--- src/bcc_pkg.sv ---
`default_nettype none

package bcc_pkg;

  localparam int CFG_IDX_W  = 2;
  localparam int CFG_DATA_W = 16;

  // configuration register indexes
  localparam logic [CFG_IDX_W-1:0] CFG_ACTIVE_LOW   = 2'd0;
  localparam logic [CFG_IDX_W-1:0] CFG_DEBOUNCE_MS  = 2'd1;
  localparam logic [CFG_IDX_W-1:0] CFG_DOUBLE_CLICK = 2'd2;
  localparam logic [CFG_IDX_W-1:0] CFG_HOLD_MS      = 2'd3;

  // register values after reset
  localparam logic        RST_ACTIVE_LOW   = 1'b1;
  localparam logic [15:0] RST_DEBOUNCE_MS  = 16'd50;
  localparam logic [15:0] RST_DOUBLE_CLICK = 16'd400;
  localparam logic [15:0] RST_HOLD_MS      = 16'd2000;

  typedef enum logic [1:0] {
    EV_NONE   = 2'd0,
    EV_CLICK  = 2'd1,
    EV_DOUBLE = 2'd2,
    EV_LONG   = 2'd3
  } bcc_event_t;

  typedef struct packed {
    logic        raw_level;
    logic [31:0] now_ms;
  } bcc_in_t;

  typedef struct packed {
    bcc_event_t event_code;
    logic       level_stable;
  } bcc_out_t;

  typedef struct packed {
    logic        active_low;
    logic [15:0] debounce_ms;
    logic [15:0] double_click_ms;
    logic [15:0] hold_ms;
  } bcc_cfg_t;

  typedef struct packed {
    logic stable_pressed;
    logic last_raw;
    logic long_done;
    logic click_waiting;
  } bcc_flags_t;

endpackage

`default_nettype wire

--- src/bcc_step.sv ---
`default_nettype none

module bcc_step import bcc_pkg::*; #(
  parameter int TIME_BITS = 32
) (
  input  bcc_cfg_t             cfg,
  input  bcc_in_t              item,
  input  bcc_flags_t           flags,
  input  logic [TIME_BITS-1:0] change_time,
  input  logic [TIME_BITS-1:0] press_time,
  input  logic [TIME_BITS-1:0] click_time,
  output bcc_flags_t           flags_nxt,
  output logic [TIME_BITS-1:0] change_time_nxt,
  output logic [TIME_BITS-1:0] press_time_nxt,
  output logic [TIME_BITS-1:0] click_time_nxt,
  output bcc_out_t             result
);

  logic [TIME_BITS-1:0] now_t;
  logic [TIME_BITS-1:0] deb_t;
  logic [TIME_BITS-1:0] dbl_t;
  logic [TIME_BITS-1:0] hold_t;
  logic [TIME_BITS-1:0] press_el;
  logic [TIME_BITS-1:0] click_el;
  logic                 pressed;
  logic                 changed;
  logic                 settled;
  logic                 new_press;
  logic                 new_click;
  logic                 dbl_hit;
  bcc_event_t           ev;

  assign now_t    = TIME_BITS'(item.now_ms);
  assign deb_t    = TIME_BITS'(cfg.debounce_ms);
  assign dbl_t    = TIME_BITS'(cfg.double_click_ms);
  assign hold_t   = TIME_BITS'(cfg.hold_ms);
  assign press_el = now_t - press_time;
  assign click_el = now_t - click_time;

  assign pressed = cfg.active_low ? ~item.raw_level : item.raw_level;
  assign changed = pressed != flags.last_raw;

  // a fresh change restarts the debounce timer at zero elapsed
  assign settled = changed ? (deb_t == '0) : ((now_t - change_time) >= deb_t);
  assign dbl_hit = flags.click_waiting && (click_el <= dbl_t);

  always_comb begin
    flags_nxt          = flags;
    flags_nxt.last_raw = pressed;
    change_time_nxt    = changed ? now_t : change_time;
    press_time_nxt     = press_time;
    click_time_nxt     = click_time;
    new_press          = 1'b0;
    new_click          = 1'b0;
    ev                 = EV_NONE;
    if (settled) begin
      if (pressed != flags.stable_pressed) begin
        flags_nxt.stable_pressed = pressed;
        if (pressed) begin
          new_press           = 1'b1;
          press_time_nxt      = now_t;
          flags_nxt.long_done = 1'b0;
        end else if (!flags.long_done) begin
          if (dbl_hit) begin
            flags_nxt.click_waiting = 1'b0;
            ev                      = EV_DOUBLE;
          end else begin
            new_click               = 1'b1;
            flags_nxt.click_waiting = 1'b1;
            click_time_nxt          = now_t;
          end
        end
      end
      if (flags_nxt.stable_pressed && !flags_nxt.long_done &&
          ((new_press ? '0 : press_el) >= hold_t)) begin
        flags_nxt.long_done     = 1'b1;
        flags_nxt.click_waiting = 1'b0;
        ev                      = EV_LONG;
      end
      if (flags_nxt.click_waiting && !new_click && (click_el > dbl_t)) begin
        flags_nxt.click_waiting = 1'b0;
        ev                      = EV_CLICK;
      end
    end
  end

  assign result.event_code   = ev;
  assign result.level_stable = flags_nxt.stable_pressed;

endmodule

`default_nettype wire

--- src/button_click_classifier_unit.sv ---
`default_nettype none

// button click classifier: each item is one sample of the raw button pin with a
// free-running millisecond timestamp (used modulo 2**TIME_BITS). the pressed bit
// is debounced, and every item yields exactly one result: an event code (none,
// click, double click, long press) and the debounced level after that sample.
// an item is taken into an input register and classified when the result
// register is free or being drained, by a handful of subtract-and-compare paths
// that update the classifier state and load the result register, so one item is
// accepted every clock while results are taken. the result register only blocks
// the input side while a result waits and the input register is also full.
// configuration writes take effect at once and belong in idle periods.

module button_click_classifier_unit import bcc_pkg::*; #(
  parameter int TIME_BITS = 32
) (
  input  logic                  clk,
  input  logic                  rst_n,
  input  logic                  in_valid,
  output logic                  in_ready,
  input  bcc_in_t               in_data,
  output logic                  out_valid,
  input  logic                  out_ready,
  output bcc_out_t              out_data,
  input  logic                  cfg_we,
  input  logic [CFG_IDX_W-1:0]  cfg_idx,
  input  logic [CFG_DATA_W-1:0] cfg_wdata
);

  // configuration registers
  bcc_cfg_t             cfg_r;

  // input register
  logic                 in_valid_r;
  bcc_in_t              in_data_r;

  // classifier state
  bcc_flags_t           flags_r;
  bcc_flags_t           flags_nxt;
  logic [TIME_BITS-1:0] change_time_r;
  logic [TIME_BITS-1:0] change_time_nxt;
  logic [TIME_BITS-1:0] press_time_r;
  logic [TIME_BITS-1:0] press_time_nxt;
  logic [TIME_BITS-1:0] click_time_r;
  logic [TIME_BITS-1:0] click_time_nxt;

  // result register
  logic                 out_valid_r;
  bcc_out_t             out_data_r;
  bcc_out_t             result;

  logic                 advance;

  // the buffered item moves on when the result register is free or being drained
  assign advance  = in_valid_r && (!out_valid_r || out_ready);
  assign in_ready = !in_valid_r || advance;

  always_ff @(posedge clk) begin
    if (!rst_n) begin
      cfg_r.active_low      <= RST_ACTIVE_LOW;
      cfg_r.debounce_ms     <= RST_DEBOUNCE_MS;
      cfg_r.double_click_ms <= RST_DOUBLE_CLICK;
      cfg_r.hold_ms         <= RST_HOLD_MS;
    end else if (cfg_we) begin
      unique case (cfg_idx)
        CFG_ACTIVE_LOW:   cfg_r.active_low      <= cfg_wdata[0];
        CFG_DEBOUNCE_MS:  cfg_r.debounce_ms     <= cfg_wdata;
        CFG_DOUBLE_CLICK: cfg_r.double_click_ms <= cfg_wdata;
        CFG_HOLD_MS:      cfg_r.hold_ms         <= cfg_wdata;
        default:          cfg_r                 <= cfg_r;
      endcase
    end
  end

  // input register
  always_ff @(posedge clk) begin
    if (!rst_n) begin
      in_valid_r <= 1'b0;
    end else if (in_ready) begin
      in_valid_r <= in_valid;
    end
  end

  always_ff @(posedge clk) begin
    if (in_valid && in_ready) begin
      in_data_r <= in_data;
    end
  end

  // one classification step per buffered item
  bcc_step #(
    .TIME_BITS (TIME_BITS)
  ) u_step (
    .cfg             (cfg_r),
    .item            (in_data_r),
    .flags           (flags_r),
    .change_time     (change_time_r),
    .press_time      (press_time_r),
    .click_time      (click_time_r),
    .flags_nxt       (flags_nxt),
    .change_time_nxt (change_time_nxt),
    .press_time_nxt  (press_time_nxt),
    .click_time_nxt  (click_time_nxt),
    .result          (result)
  );

  // state only moves when an item is classified; reset clears flags and timestamps
  always_ff @(posedge clk) begin
    if (!rst_n) begin
      flags_r       <= '0;
      change_time_r <= '0;
      press_time_r  <= '0;
      click_time_r  <= '0;
    end else if (advance) begin
      flags_r       <= flags_nxt;
      change_time_r <= change_time_nxt;
      press_time_r  <= press_time_nxt;
      click_time_r  <= click_time_nxt;
    end
  end

  // result register
  always_ff @(posedge clk) begin
    if (!rst_n) begin
      out_valid_r <= 1'b0;
    end else if (advance) begin
      out_valid_r <= 1'b1;
    end else if (out_ready) begin
      out_valid_r <= 1'b0;
    end
  end

  always_ff @(posedge clk) begin
    if (advance) begin
      out_data_r <= result;
    end
  end

  assign out_valid = out_valid_r;
  assign out_data  = out_data_r;

endmodule

`default_nettype wire

--- config.mk ---
export PLATFORM = sky130hd
export DESIGN_NAME = button_click_classifier_unit
export DESIGN_NICKNAME = d
export VERILOG_FILES = /design/src/bcc_pkg.sv /design/src/bcc_step.sv /design/src/button_click_classifier_unit.sv
export SDC_FILE = /design/constraint.sdc
export NUM_CORES = 1
export LEC_CHECK = 0
export ABC_CLOCK_PERIOD_IN_PS = 4250
export BUFFER_PORTS_ARGS = -buffer_cell sky130_fd_sc_hd__buf_2
export CAP_MARGIN = 20
export CORE_ASPECT_RATIO = 0.5
export CORE_MARGIN = 5
export CORE_UTILIZATION = 50
export CTS_BUF_LIST = sky130_fd_sc_hd__clkbuf_4
export DETAILED_ROUTE_END_ITERATION = 12
export PLACE_DENSITY = 0.72
export SLEW_MARGIN = 20
export SYNTH_ARGS = -nofsm -noshare
export SYNTH_HDL_FRONTEND = slang
export SYNTH_SLANG_ARGS = --single-unit
export TNS_END_PERCENT = 1
--- constraint.sdc ---
create_clock -name clk -period 4.25 [get_ports clk]
set_input_delay 1.275 -clock clk [delete_from_list [all_inputs] [get_ports clk]]
set_output_delay 1.275 -clock clk [all_outputs]
set_load 0.02 [all_outputs]
==> metrics.md, run 1 <==
| Metric | Value |
|---|---|
| CORE AREA | 28850 um2 |
| Utilization after layout | 58.87% |
| Worst setup EP type | flip-flop |
| Post-synth cell types | 93 |
| Post-synthesis simple-gate area fraction | 21.09% |
| Detailed placer's ending HPWL | 32130 um |
| CP Max Fanout | 17 |
| VDD IR max | 0.1829 mV |
| IO buf count | 60 |
| Placed instance area | 16410 um2 |
| Setup TNS | -28010 ps |
| First-pass GRT wire length | 64910 um |
| Post-synth top cells | 278 x nand2_1, 162 x inv_1, 151 x dfxtp_1, 143 x ha_1, 114 x a21oi_1 |
| Synth warn | 0 |
| RSZ-0062 raised after global routing | yes |
| Vias in the first global route | 12300 |
| Worst Tran Pin Value | 879.8 ps |
| Status | finished, violations left |
| Crit path launch type | flip-flop |
| Tot GR Track Use | 24.56% |
| H-Tree Depth | 4 |
| Crit share post-route | 111.0% |
| GPL Wtd Cong | 0.9770 |
| Initial antenna violation count | 1 |
| Worst EP arrival | 5270 ps |
| Total of max-cap violations | 0 |
| Syn Nets | 2008 |
| Nets | 2201 |
| Cell count after placement | 2363 |
| Hold Path Origin | press_time_r[3] |
| Failing checks | negative setup slack |
| Post-synth top area share | 20.79% |
| Setup ws final | -467.0 ps |
| Leakage power | 6.788 nW |
| Hold Path Sink | press_time_r[3] |
| Initial DRT Pass Iterations | 5 |
| Power density over cell area | 267.0 nW/um2 |
| Synth Flop Type | dfxtp_1 |
| Drt drc | 0 |
| Worst min-delay path class | flip-flop to flip-flop |
| Synth area leader | dfxtp_1 |
| CTS tree | built |
| Post-Synth XOR/XNOR Area | 3.734% |
| DR WL/cell | 17.00 um |
| Final hold viol count | 0 |
| Critical path class | flip-flop to flip-flop |
| Post-synth EDFFs | 36 |
| Crit Reg-Reg Endpoint | click_time_r[16] |
| Gr ovfl total | 0 |
| Max Clk Rate | 212.0 MHz |
| Vias/cell | 5.657 |
| IO Pins | 61 |
| Final cell count without fillers | 2404 |
| CTS Root Buffer Type | clkbuf_4 |
| CP startpoint | in_data_r[0] |
| Top-count cell post-synth | nand2_1 |
| R2R Setup Slk | -470 ps |
| Sink Count | 187 |
| Main combinational cell family by area after synthesis | compound AO/OA/AOI/OAI gates |
| R2r startpoint | in_data_r[0] |
| Area growth from synthesis to layout | 16.77% |
| Mapped Area | 14540 um2 |
| Full die area | 32800 um2 |
| Synthesized area per cell | 8.052 um2 |
| Initial DRC count | 1148 |
| Seq/Total Area, Yosys | 28.22% |
| Post-synthesis mux area share | 2.693% |
| Die width | 251.2 um |
| Adder-cell share of the synthesized area | 12.72% |
| Clock Skew | 17.02 ps |
| Post-route cell area | 16980 um2 |
| Clock insertion delay at the later pin of the skew report | 640 ps |
| Worst EP required | 4800 ps |
| Clock buffer depth | 2 |
| Cells after Synth | 1806 |
| Hold path cells | 2 |
| Compound-gate portion of the synthesized area | 24.24% |
| Via Count | 13599 |
| R2R depth | 23 |
| Initial Util | 50.41% |
| Worst rel slew slack | 41.35% |
| CTS buffer count | 17 |
| Synth async-reset ratio | 0% |
| Row count | 44 |
| Crit path time final | 4717 ps |
| Top cells by area, synth | dfxtp_1 21%, ha_1 12%, edfxtp_1 7.4% |
| DRT antenna net count | 0 |
| Synth Register Bits | 187 |
| Pin count of the biggest net entering global routing | 90 |
| Die height | 130.6 um |
| Routed WL | 40880 um |
| Setup violations, final | 70 |
| Fin. max-slew vios | 0 |
| Clock transition at path regs | 160 ps |
| Share of cells above drive strength 1 | 20.18% |
==> stage by stage <==
step | total power, mW | setup slack, ps | hold slack [ps]
floorplan | 2.918 | -282.4 | 428.4
global placement | 3.434 | -643.8 | 436.4
detailed placement | 3.454 | -685.3 | 441.0
CTS | 4.516 | -469.3 | 460.9
global route | 4.803 | -751.9 | 476.6
finish | 4.534 | -467.0 | 460.6
==> how the worst max path moves through the flow <==
| stage | to | slack, ps |
|---|---|---|
| 2_1_floorplan | press_time_r[10] | -280 |
| 3_3_place_gp | click_time_r[24] | -640 |
| 3_5_place_dp | click_time_r[5] | -690 |
| 4_1_cts | click_time_r[16] | -470 |
| 5_1_grt | click_time_r[15] | -750 |
| 6_report | click_time_r[16] | -470 |
==> layout by cell type, fill, tap and decap left out, types with 13 or more instances in the layout <==
cell,netlist,layout
nor2_1,83,81
o21ai_1,20,21
ha_1,143,142
o21a_1,22,22
edfxtp_1,36,36
dfxtp_1,151,151
a21boi_0,70,69
nand3_1,29,26
a21oi_1,114,110
nand4_1,31,31
mux2i_1,38,38
xnor2_1,30,28
nand2b_1,16,16
o21ai_0,74,71
nor3_1,27,27
o21ai_2,25,27
nand3_2,20,23
a31oi_1,19,16
a21o_1,31,31
buf_2,21,59
clkbuf_4,0,17
nor2b_1,43,43
o211ai_1,28,28
inv_1,162,161
and3_1,13,13
buf_4,1,192
nand2_1,278,277
xor2_1,32,29
==> state kept, by name, summed over array words and instances, names as in the netlist <==
register	count
in_valid_r	1
out_data	3
change_time_r	32
press_time_r	32
in_data_r	33
click_time_r	32
out_valid	1
cfg_r	49
flags_r	4
==> area by class of cell <==
type	count	area, um2
inverters	162	608.1
well taps	391	489.2
diodes	1	2.502
flip-flops and latches	187	4104
clock inverters	15	157.7
fillers	2643	11870
multi-input cells	1371	9585
clock buffers	17	127.6
repair buffers	260	1907
==> where the power goes <==
| part | leakage (nW) | switching (mW) | internal, mW |
|---|---|---|---|
| logic | 5.05 | 0.893 | 0.682 |
| clock network | 0.160 | 0.709 | 0.315 |
| registers | 1.58 | 0.0579 | 1.88 |
==> metal layers <==
metal	vias up	routed length [um]	share of wire [%]	GRT usage, %
met1	6305	20050	49	35.58
li1	6805	-	-	-
met3	48	3142	7.7	6.250
met5	-	0	0	0
met4	0	816	2.0	5.707
met2	441	16870	41	37.01
==> worst max-delay path: stages (launching register included) <==
cell and delay (ps):
edfxtp_1 430, inv_2 100, ha_1 160, inv_1 60
fa_2 380, a211oi_2 230, o21ai_2 90, o31a_1 310
a31oi_2 220, o211ai_1 120, xor2_1 160, ha_1 290
o21ai_1 120, nor2_1 80, nor3_1 170, o2111ai_1 160
a2111oi_2 270, o2111ai_2 190, nor4_4 310, a211oi_4 140
nand3_4 180, buf_12 190, mux2i_1 220, nor2b_1 70
==> logic make-up after synthesis <==
logic type               Yosys count
AO/OA/AOI/OAI                    514
XOR/XNOR                          62
adder cells (fa/ha/maj)          146
buffers and inverters            248
flip-flops                       187
multiplexers                      39
AND/OR/NAND/NOR                  610
==> timing repair <==
action                     CTS  global route
gates cloned                 1             0
gates resized for setup     31            12
setup endpoints to repair   70            70
setup buffers                7             0
hold buffers                 0             0
pin swaps                   19             6
Power figures use the tool's default switching activity.
==> run 2: changes to the inputs <==
Settings changed: RECOVER_POWER from default to 25.
==> metrics.md, run 2 (synthesized netlist as in run 1, its figures left out) <==
| Metric | Value |
|---|---|
| DRT antenna net count | 0 |
| Worst setup EP type | flip-flop |
| Setup violations, final | 70 |
| CP startpoint | in_data_r[0] |
| Post-place setup slack | -685.3 ps |
| Worst min-delay path class | flip-flop to flip-flop |
| Initial Util | 50.41% |
| R2R depth | 23 |
| VDD IR max | 0.1854 mV |
| GPL Wtd Cong | 0.9770 |
| First-pass GRT wire length | 64910 um |
| Fin. max-slew vios | 0 |
| H-Tree Depth | 4 |
| Gr ovfl total | 0 |
| CP endpoint | click_time_r[15] |
| Most common cell after layout, fill and taps aside | nand2_1 |
| IO Pins | 61 |
| Worst EP arrival | 5270 ps |
| Nets | 2201 |
| CORE AREA | 28850 um2 |
| Crit path time final | 4713 ps |
| Via Count | 13645 |
| Initial antenna violation count | 1 |
| Top reg by flops | cfg_r |
| Final cell count without fillers | 2404 |
| Pin count of the biggest net entering global routing | 90 |
| Area growth from synthesis to layout | 16.68% |
| Clock insertion delay at the later pin of the skew report | 640 ps |
| Initial DRT Pass Iterations | 6 |
| Row count | 44 |
| CP bufs+invs | 3 |
| CTS buffer count | 17 |
| Worst rel slew slack | 41.53% |
| Share of cells above drive strength 1 | 19.78% |
| Worst Tran Pin Value | 877.0 ps |
| Top Registers | cfg_r: 49 flops, in_data_r: 33 flops |
| Drt drc | 0 |
| CTS tree | built |
| Die width | 251.2 um |
| Status | finished, violations left |
| Total of max-cap violations | 0 |
| Crit path launch type | flip-flop |
| IO buf count | 60 |
| Critical path depth | 23 |
| Tot GR Track Use | 24.56% |
| Critical path class | flip-flop to flip-flop |
| Total Power | 4.534 mW |
| DR WL/cell | 17.01 um |
| Max Clk Rate | 212.2 MHz |
| Power density over cell area | 267.2 nW/um2 |
| Most frequent cells in the layout | 277 x nand2_1, 191 x buf_4, 161 x inv_1, 151 x dfxtp_1, 142 x ha_1 |
| Worst EP required | 4810 ps |
| Cell count after placement | 2363 |
| # hold bufs at CTS | 0 |
| Full die area | 32800 um2 |
| R2r startpoint | in_data_r[0] |
| Routed WL | 40890 um |
| CP Max Fanout | 17 |
| Clock buffer depth | 2 |
| Placed instance area | 16410 um2 |
| Setup ws final | -462.8 ps |
| Crit Reg-Reg Endpoint | click_time_r[15] |
| Sink Count | 187 |
| Crit-path max cell delay | 430 ps |
| Die height | 130.6 um |
| Detailed placer's ending HPWL | 32130 um |
| Clock Skew | 16.65 ps |
| Clock transition at path regs | 170 ps |
| Vias in the first global route | 12300 |
| CTS Root Buffer Type | clkbuf_4 |
| Largest register FFs | 49 |
| RSZ-0062 raised after global routing | yes |
| R2R Setup Slk | -460 ps |
| Post-route cell area | 16970 um2 |
| Slowest stage cell, crit path | edfxtp_1 |
| Initial DRC count | 1005 |
| Failing checks | negative setup slack |
| Leakage power | 6.765 nW |
| Crit path max-delay family | compound AO/OA/AOI/OAI gates |
| Critical path cell sequence | inv_2 > ha_1 > inv_1 > fa_2 > a211oi_2 > o21ai_2 > o31a_1 > a31oi_2 > o211ai_1 > xor2_1 > ha_1 > o21ai_1 > nor2_1 > nor3_1 > o2111ai_1 > a2111oi_2 > o2111ai_2 > nor4_4 > a211oi_4 > nand3_4 > buf_12 > mux2i_1 > nor2b_1 |
| Final hold viol count | 0 |
| Vias/cell | 5.676 |
| Utilization after layout | 58.82% |
| Crit share post-route | 110.9% |
| Most numerous cell on the critical path | ha_1 |
==> run 2: cell types whose count changed in the layout (fill, tap and decap cells not counted) <==
cell,before,now
buf_4,192,191
clkbuf_1,0,7
buf_1,0,1
buf_2,59,52
==> run 2: tightest hold or removal path: cells and delay by family (launching register included) <==
family          cells  cell delay [ps]
compound gates      1               50
simple gates        1               50
flops               1              340
==> run 2: where the power goes <==
group          internal (mW)  switching (mW)
registers               1.88          0.0579
logic                  0.680           0.892
clock network          0.315           0.710
total                   2.87            1.66
==> run 2: through the flow <==
step / hold WS (ps) / TNS (ps)
floorplan: 428.4 / -15850
CTS: 460.9 / -24630
detailed placement: 441.0 / -41510
global route: 476.6 / -45920
global placement: 436.4 / -36770
finish: 460.7 / -27580
==> run 2: how the worst min path moves through the flow <==
stage	startpoint	end	depth (start not counted)
2_1_floorplan	press_time_r[10]	press_time_r[10]	2
3_3_place_gp	press_time_r[6]	press_time_r[6]	2
3_5_place_dp	press_time_r[10]	press_time_r[10]	2
4_1_cts	press_time_r[10]	press_time_r[10]	2
5_1_grt	press_time_r[10]	press_time_r[10]	2
6_report	press_time_r[3]	press_time_r[3]	2
==> run 2: timing repair <==
action,in CTS,in global routing
gates resized for setup,31,12
cloned,1,0
pin swaps,19,6
setup endpoints to repair,70,70
setup buffers,7,0
==> run 2: final cells by class <==
| type | count | area [um2] |
|---|---|---|
| Antenna cell | 1 | 2.502 |
| Clock buffer | 17 | 127.6 |
| Clock inverter | 15 | 157.7 |
| Fill cell | 2646 | 11880 |
| Inverter | 162 | 608.1 |
| Multi-Input combinational cell | 1371 | 9585 |
| Sequential cell | 187 | 4104 |
| Tap cell | 391 | 489.2 |
| Timing Repair Buffer | 260 | 1894 |
==> run 2: routing by layer <==
layer  GRT usage (%)  up-vias  wire (um)
li1                -     6803          -
met1           35.58     6332      19910
met2           37.01      468      16940
met3           6.250       42       3294
met4           5.707        0        755
met5               0        -          0
==> run 3: changes to the inputs <==
Settings changed: ABC_CLOCK_PERIOD_IN_PS 4250 to 3860.
Clock period 4.25 ns to 3.86 ns, I/O delays scaled along.
==> metrics.md, run 3 (synthesized netlist as in run 1, its figures left out) <==
| Metric | Value |
|---|---|
| CTS Root Buffer Type | clkbuf_4 |
| Final hold viol count | 0 |
| Max Clk Rate | 207.3 MHz |
| IO buf count | 60 |
| Cell count after placement | 2417 |
| Clock Skew | 21.02 ps |
| Vias in the first global route | 12656 |
| Placed instance area | 16810 um2 |
| Total of max-cap violations | 0 |
| Clock insertion delay at the later pin of the skew report | 660 ps |
| Final cell count without fillers | 2459 |
| Failing checks | negative setup slack |
| Largest register FFs | 49 |
| Utilization after layout | 59.70% |
| Row count | 44 |
| Post-route cell area | 17220 um2 |
| DRT antenna net count | 0 |
| Post-place setup slack | -997.6 ps |
| Tot GR Track Use | 25.64% |
| First-pass GRT wire length | 67630 um |
| H-Tree Depth | 4 |
| Routed WL | 42290 um |
| CP Max Fanout | 17 |
| Worst hold slack | 461.8 ps |
| Share of cells above drive strength 1 | 21.26% |
| Worst setup EP type | flip-flop |
| Die height | 130.6 um |
| GPL Wtd Cong | 0.9965 |
| DR WL/cell | 17.20 um |
| Worst EP arrival | 5380 ps |
| Initial Util | 50.41% |
| Via Count | 13871 |
| Drt drc | 0 |
| Setup ws final | -964.1 ps |
| Most frequent cells in the layout | 278 x nand2_1, 246 x buf_4, 161 x inv_1, 151 x dfxtp_1, 143 x ha_1 |
| Setup violations, final | 70 |
| CTS buffer count | 17 |
| Fin. max-slew vios | 0 |
| RSZ-0062 raised after global routing | yes |
| Leakage power | 6.998 nW |
| Crit path launch type | flip-flop |
| Initial DRT Pass Iterations | 5 |
| Clock buffer depth | 2 |
| Worst min-delay path class | flip-flop to flip-flop |
| Most common cell after layout, fill and taps aside | nand2_1 |
| CORE AREA | 28850 um2 |
| Vias/cell | 5.641 |
| Initial DRC count | 1255 |
| Critical path class | flip-flop to flip-flop |
| Clock transition at path regs | 170 ps |
| Detailed placer's ending HPWL | 34150 um |
| Top reg by flops | cfg_r |
| Status | finished, violations left |
| Power density over cell area | 293.4 nW/um2 |
| IO Pins | 61 |
| Crit share post-route | 125.0% |
| Top Registers | cfg_r: 49 flops, in_data_r: 33 flops |
| Nets | 2254 |
| Initial antenna violation count | 1 |
| Worst rel slew slack | 7.168% |
| Gr ovfl total | 0 |
| Area growth from synthesis to layout | 18.43% |
| VDD IR max | 0.1841 mV |
| Full die area | 32800 um2 |
| CTS tree | built |
| Pin count of the biggest net entering global routing | 69 |
| Sink Count | 187 |
| Die width | 251.2 um |
| Worst Tran Pin Value | 1392 ps |
| Worst EP required | 4420 ps |
| Crit path time final | 4824 ps |
| # hold bufs at CTS | 0 |
| R2R Setup Slk | -960 ps |
run 3: power by group:
| part | internal (mW) | switching (mW) | total (mW) |
|---|---|---|---|
| Combinational | 0.784 | 0.988 | 1.77 |
| Sequential | 2.07 | 0.0638 | 2.13 |
| Clock | 0.346 | 0.803 | 1.15 |
| Total | 3.20 | 1.85 | 5.05 |
run 3: stage by stage:
step / setup TNS, ps / total power [mW]
3_5_place_dp: -66750 / 3.883
2_1_floorplan: -43040 / 3.212
5_1_grt: -80110 / 5.320
4_1_cts: -62590 / 5.042
6_report: -63780 / 5.054
3_3_place_gp: -61100 / 3.867
run 3: what timing repair did:
item                                   CTS  global route
setup endpoints to repair               70            70
buffers inserted                         5             2
resized for setup                       12            12
endpoints found under the hold margin    0             0
pin swaps                                5             4
run 3: per-layer routing:
metal	share of wire (%)	up-vias	GRT usage, %
met2	41	466	38.80
li1	-	6912	-
met1	50	6444	38.27
met4	1.4	0	5.034
met3	7.4	49	5.044
met5	0	-	0
run 3: final timing paths:
path | startpoint | cells after the start | endpoint
worst max register to register | in_data_r[0] | 23 | click_time_r[20]
worst max-delay path | in_data_r[0] | 23 | click_time_r[20]
worst min register to register | press_time_r[4] | 2 | press_time_r[4]
worst min-delay path | press_time_r[4] | 2 | press_time_r[4]
run 3: area by class of cell:
type	instances	area (um2)
multi-input combinational	1371	9480
clock buffer	17	127.6
fill	2678	11620
timing repair buffer	313	2256
tap	391	489.2
antenna	3	7.507
clock inverter	15	150.1
sequential	187	4104
inverter	162	608.1
run 3: critical path: stages (launching register included):
cell and delay [ps]:
edfxtp_1 440, inv_2 100, ha_1 160, inv_1 60, fa_2 390, a211oi_2 220
o21ai_2 90, o31a_1 310, a31oi_2 220, o211ai_1 130, xor2_1 160, ha_1 210
a211oi_1 190, nor2_1 80, nor3_1 200, o2111ai_1 180, a2111oi_2 270, o2111ai_1 220
nor4_4 330, a211oi_4 150, nand3_4 140, buf_12 180, mux2i_1 220, nor2b_1 60
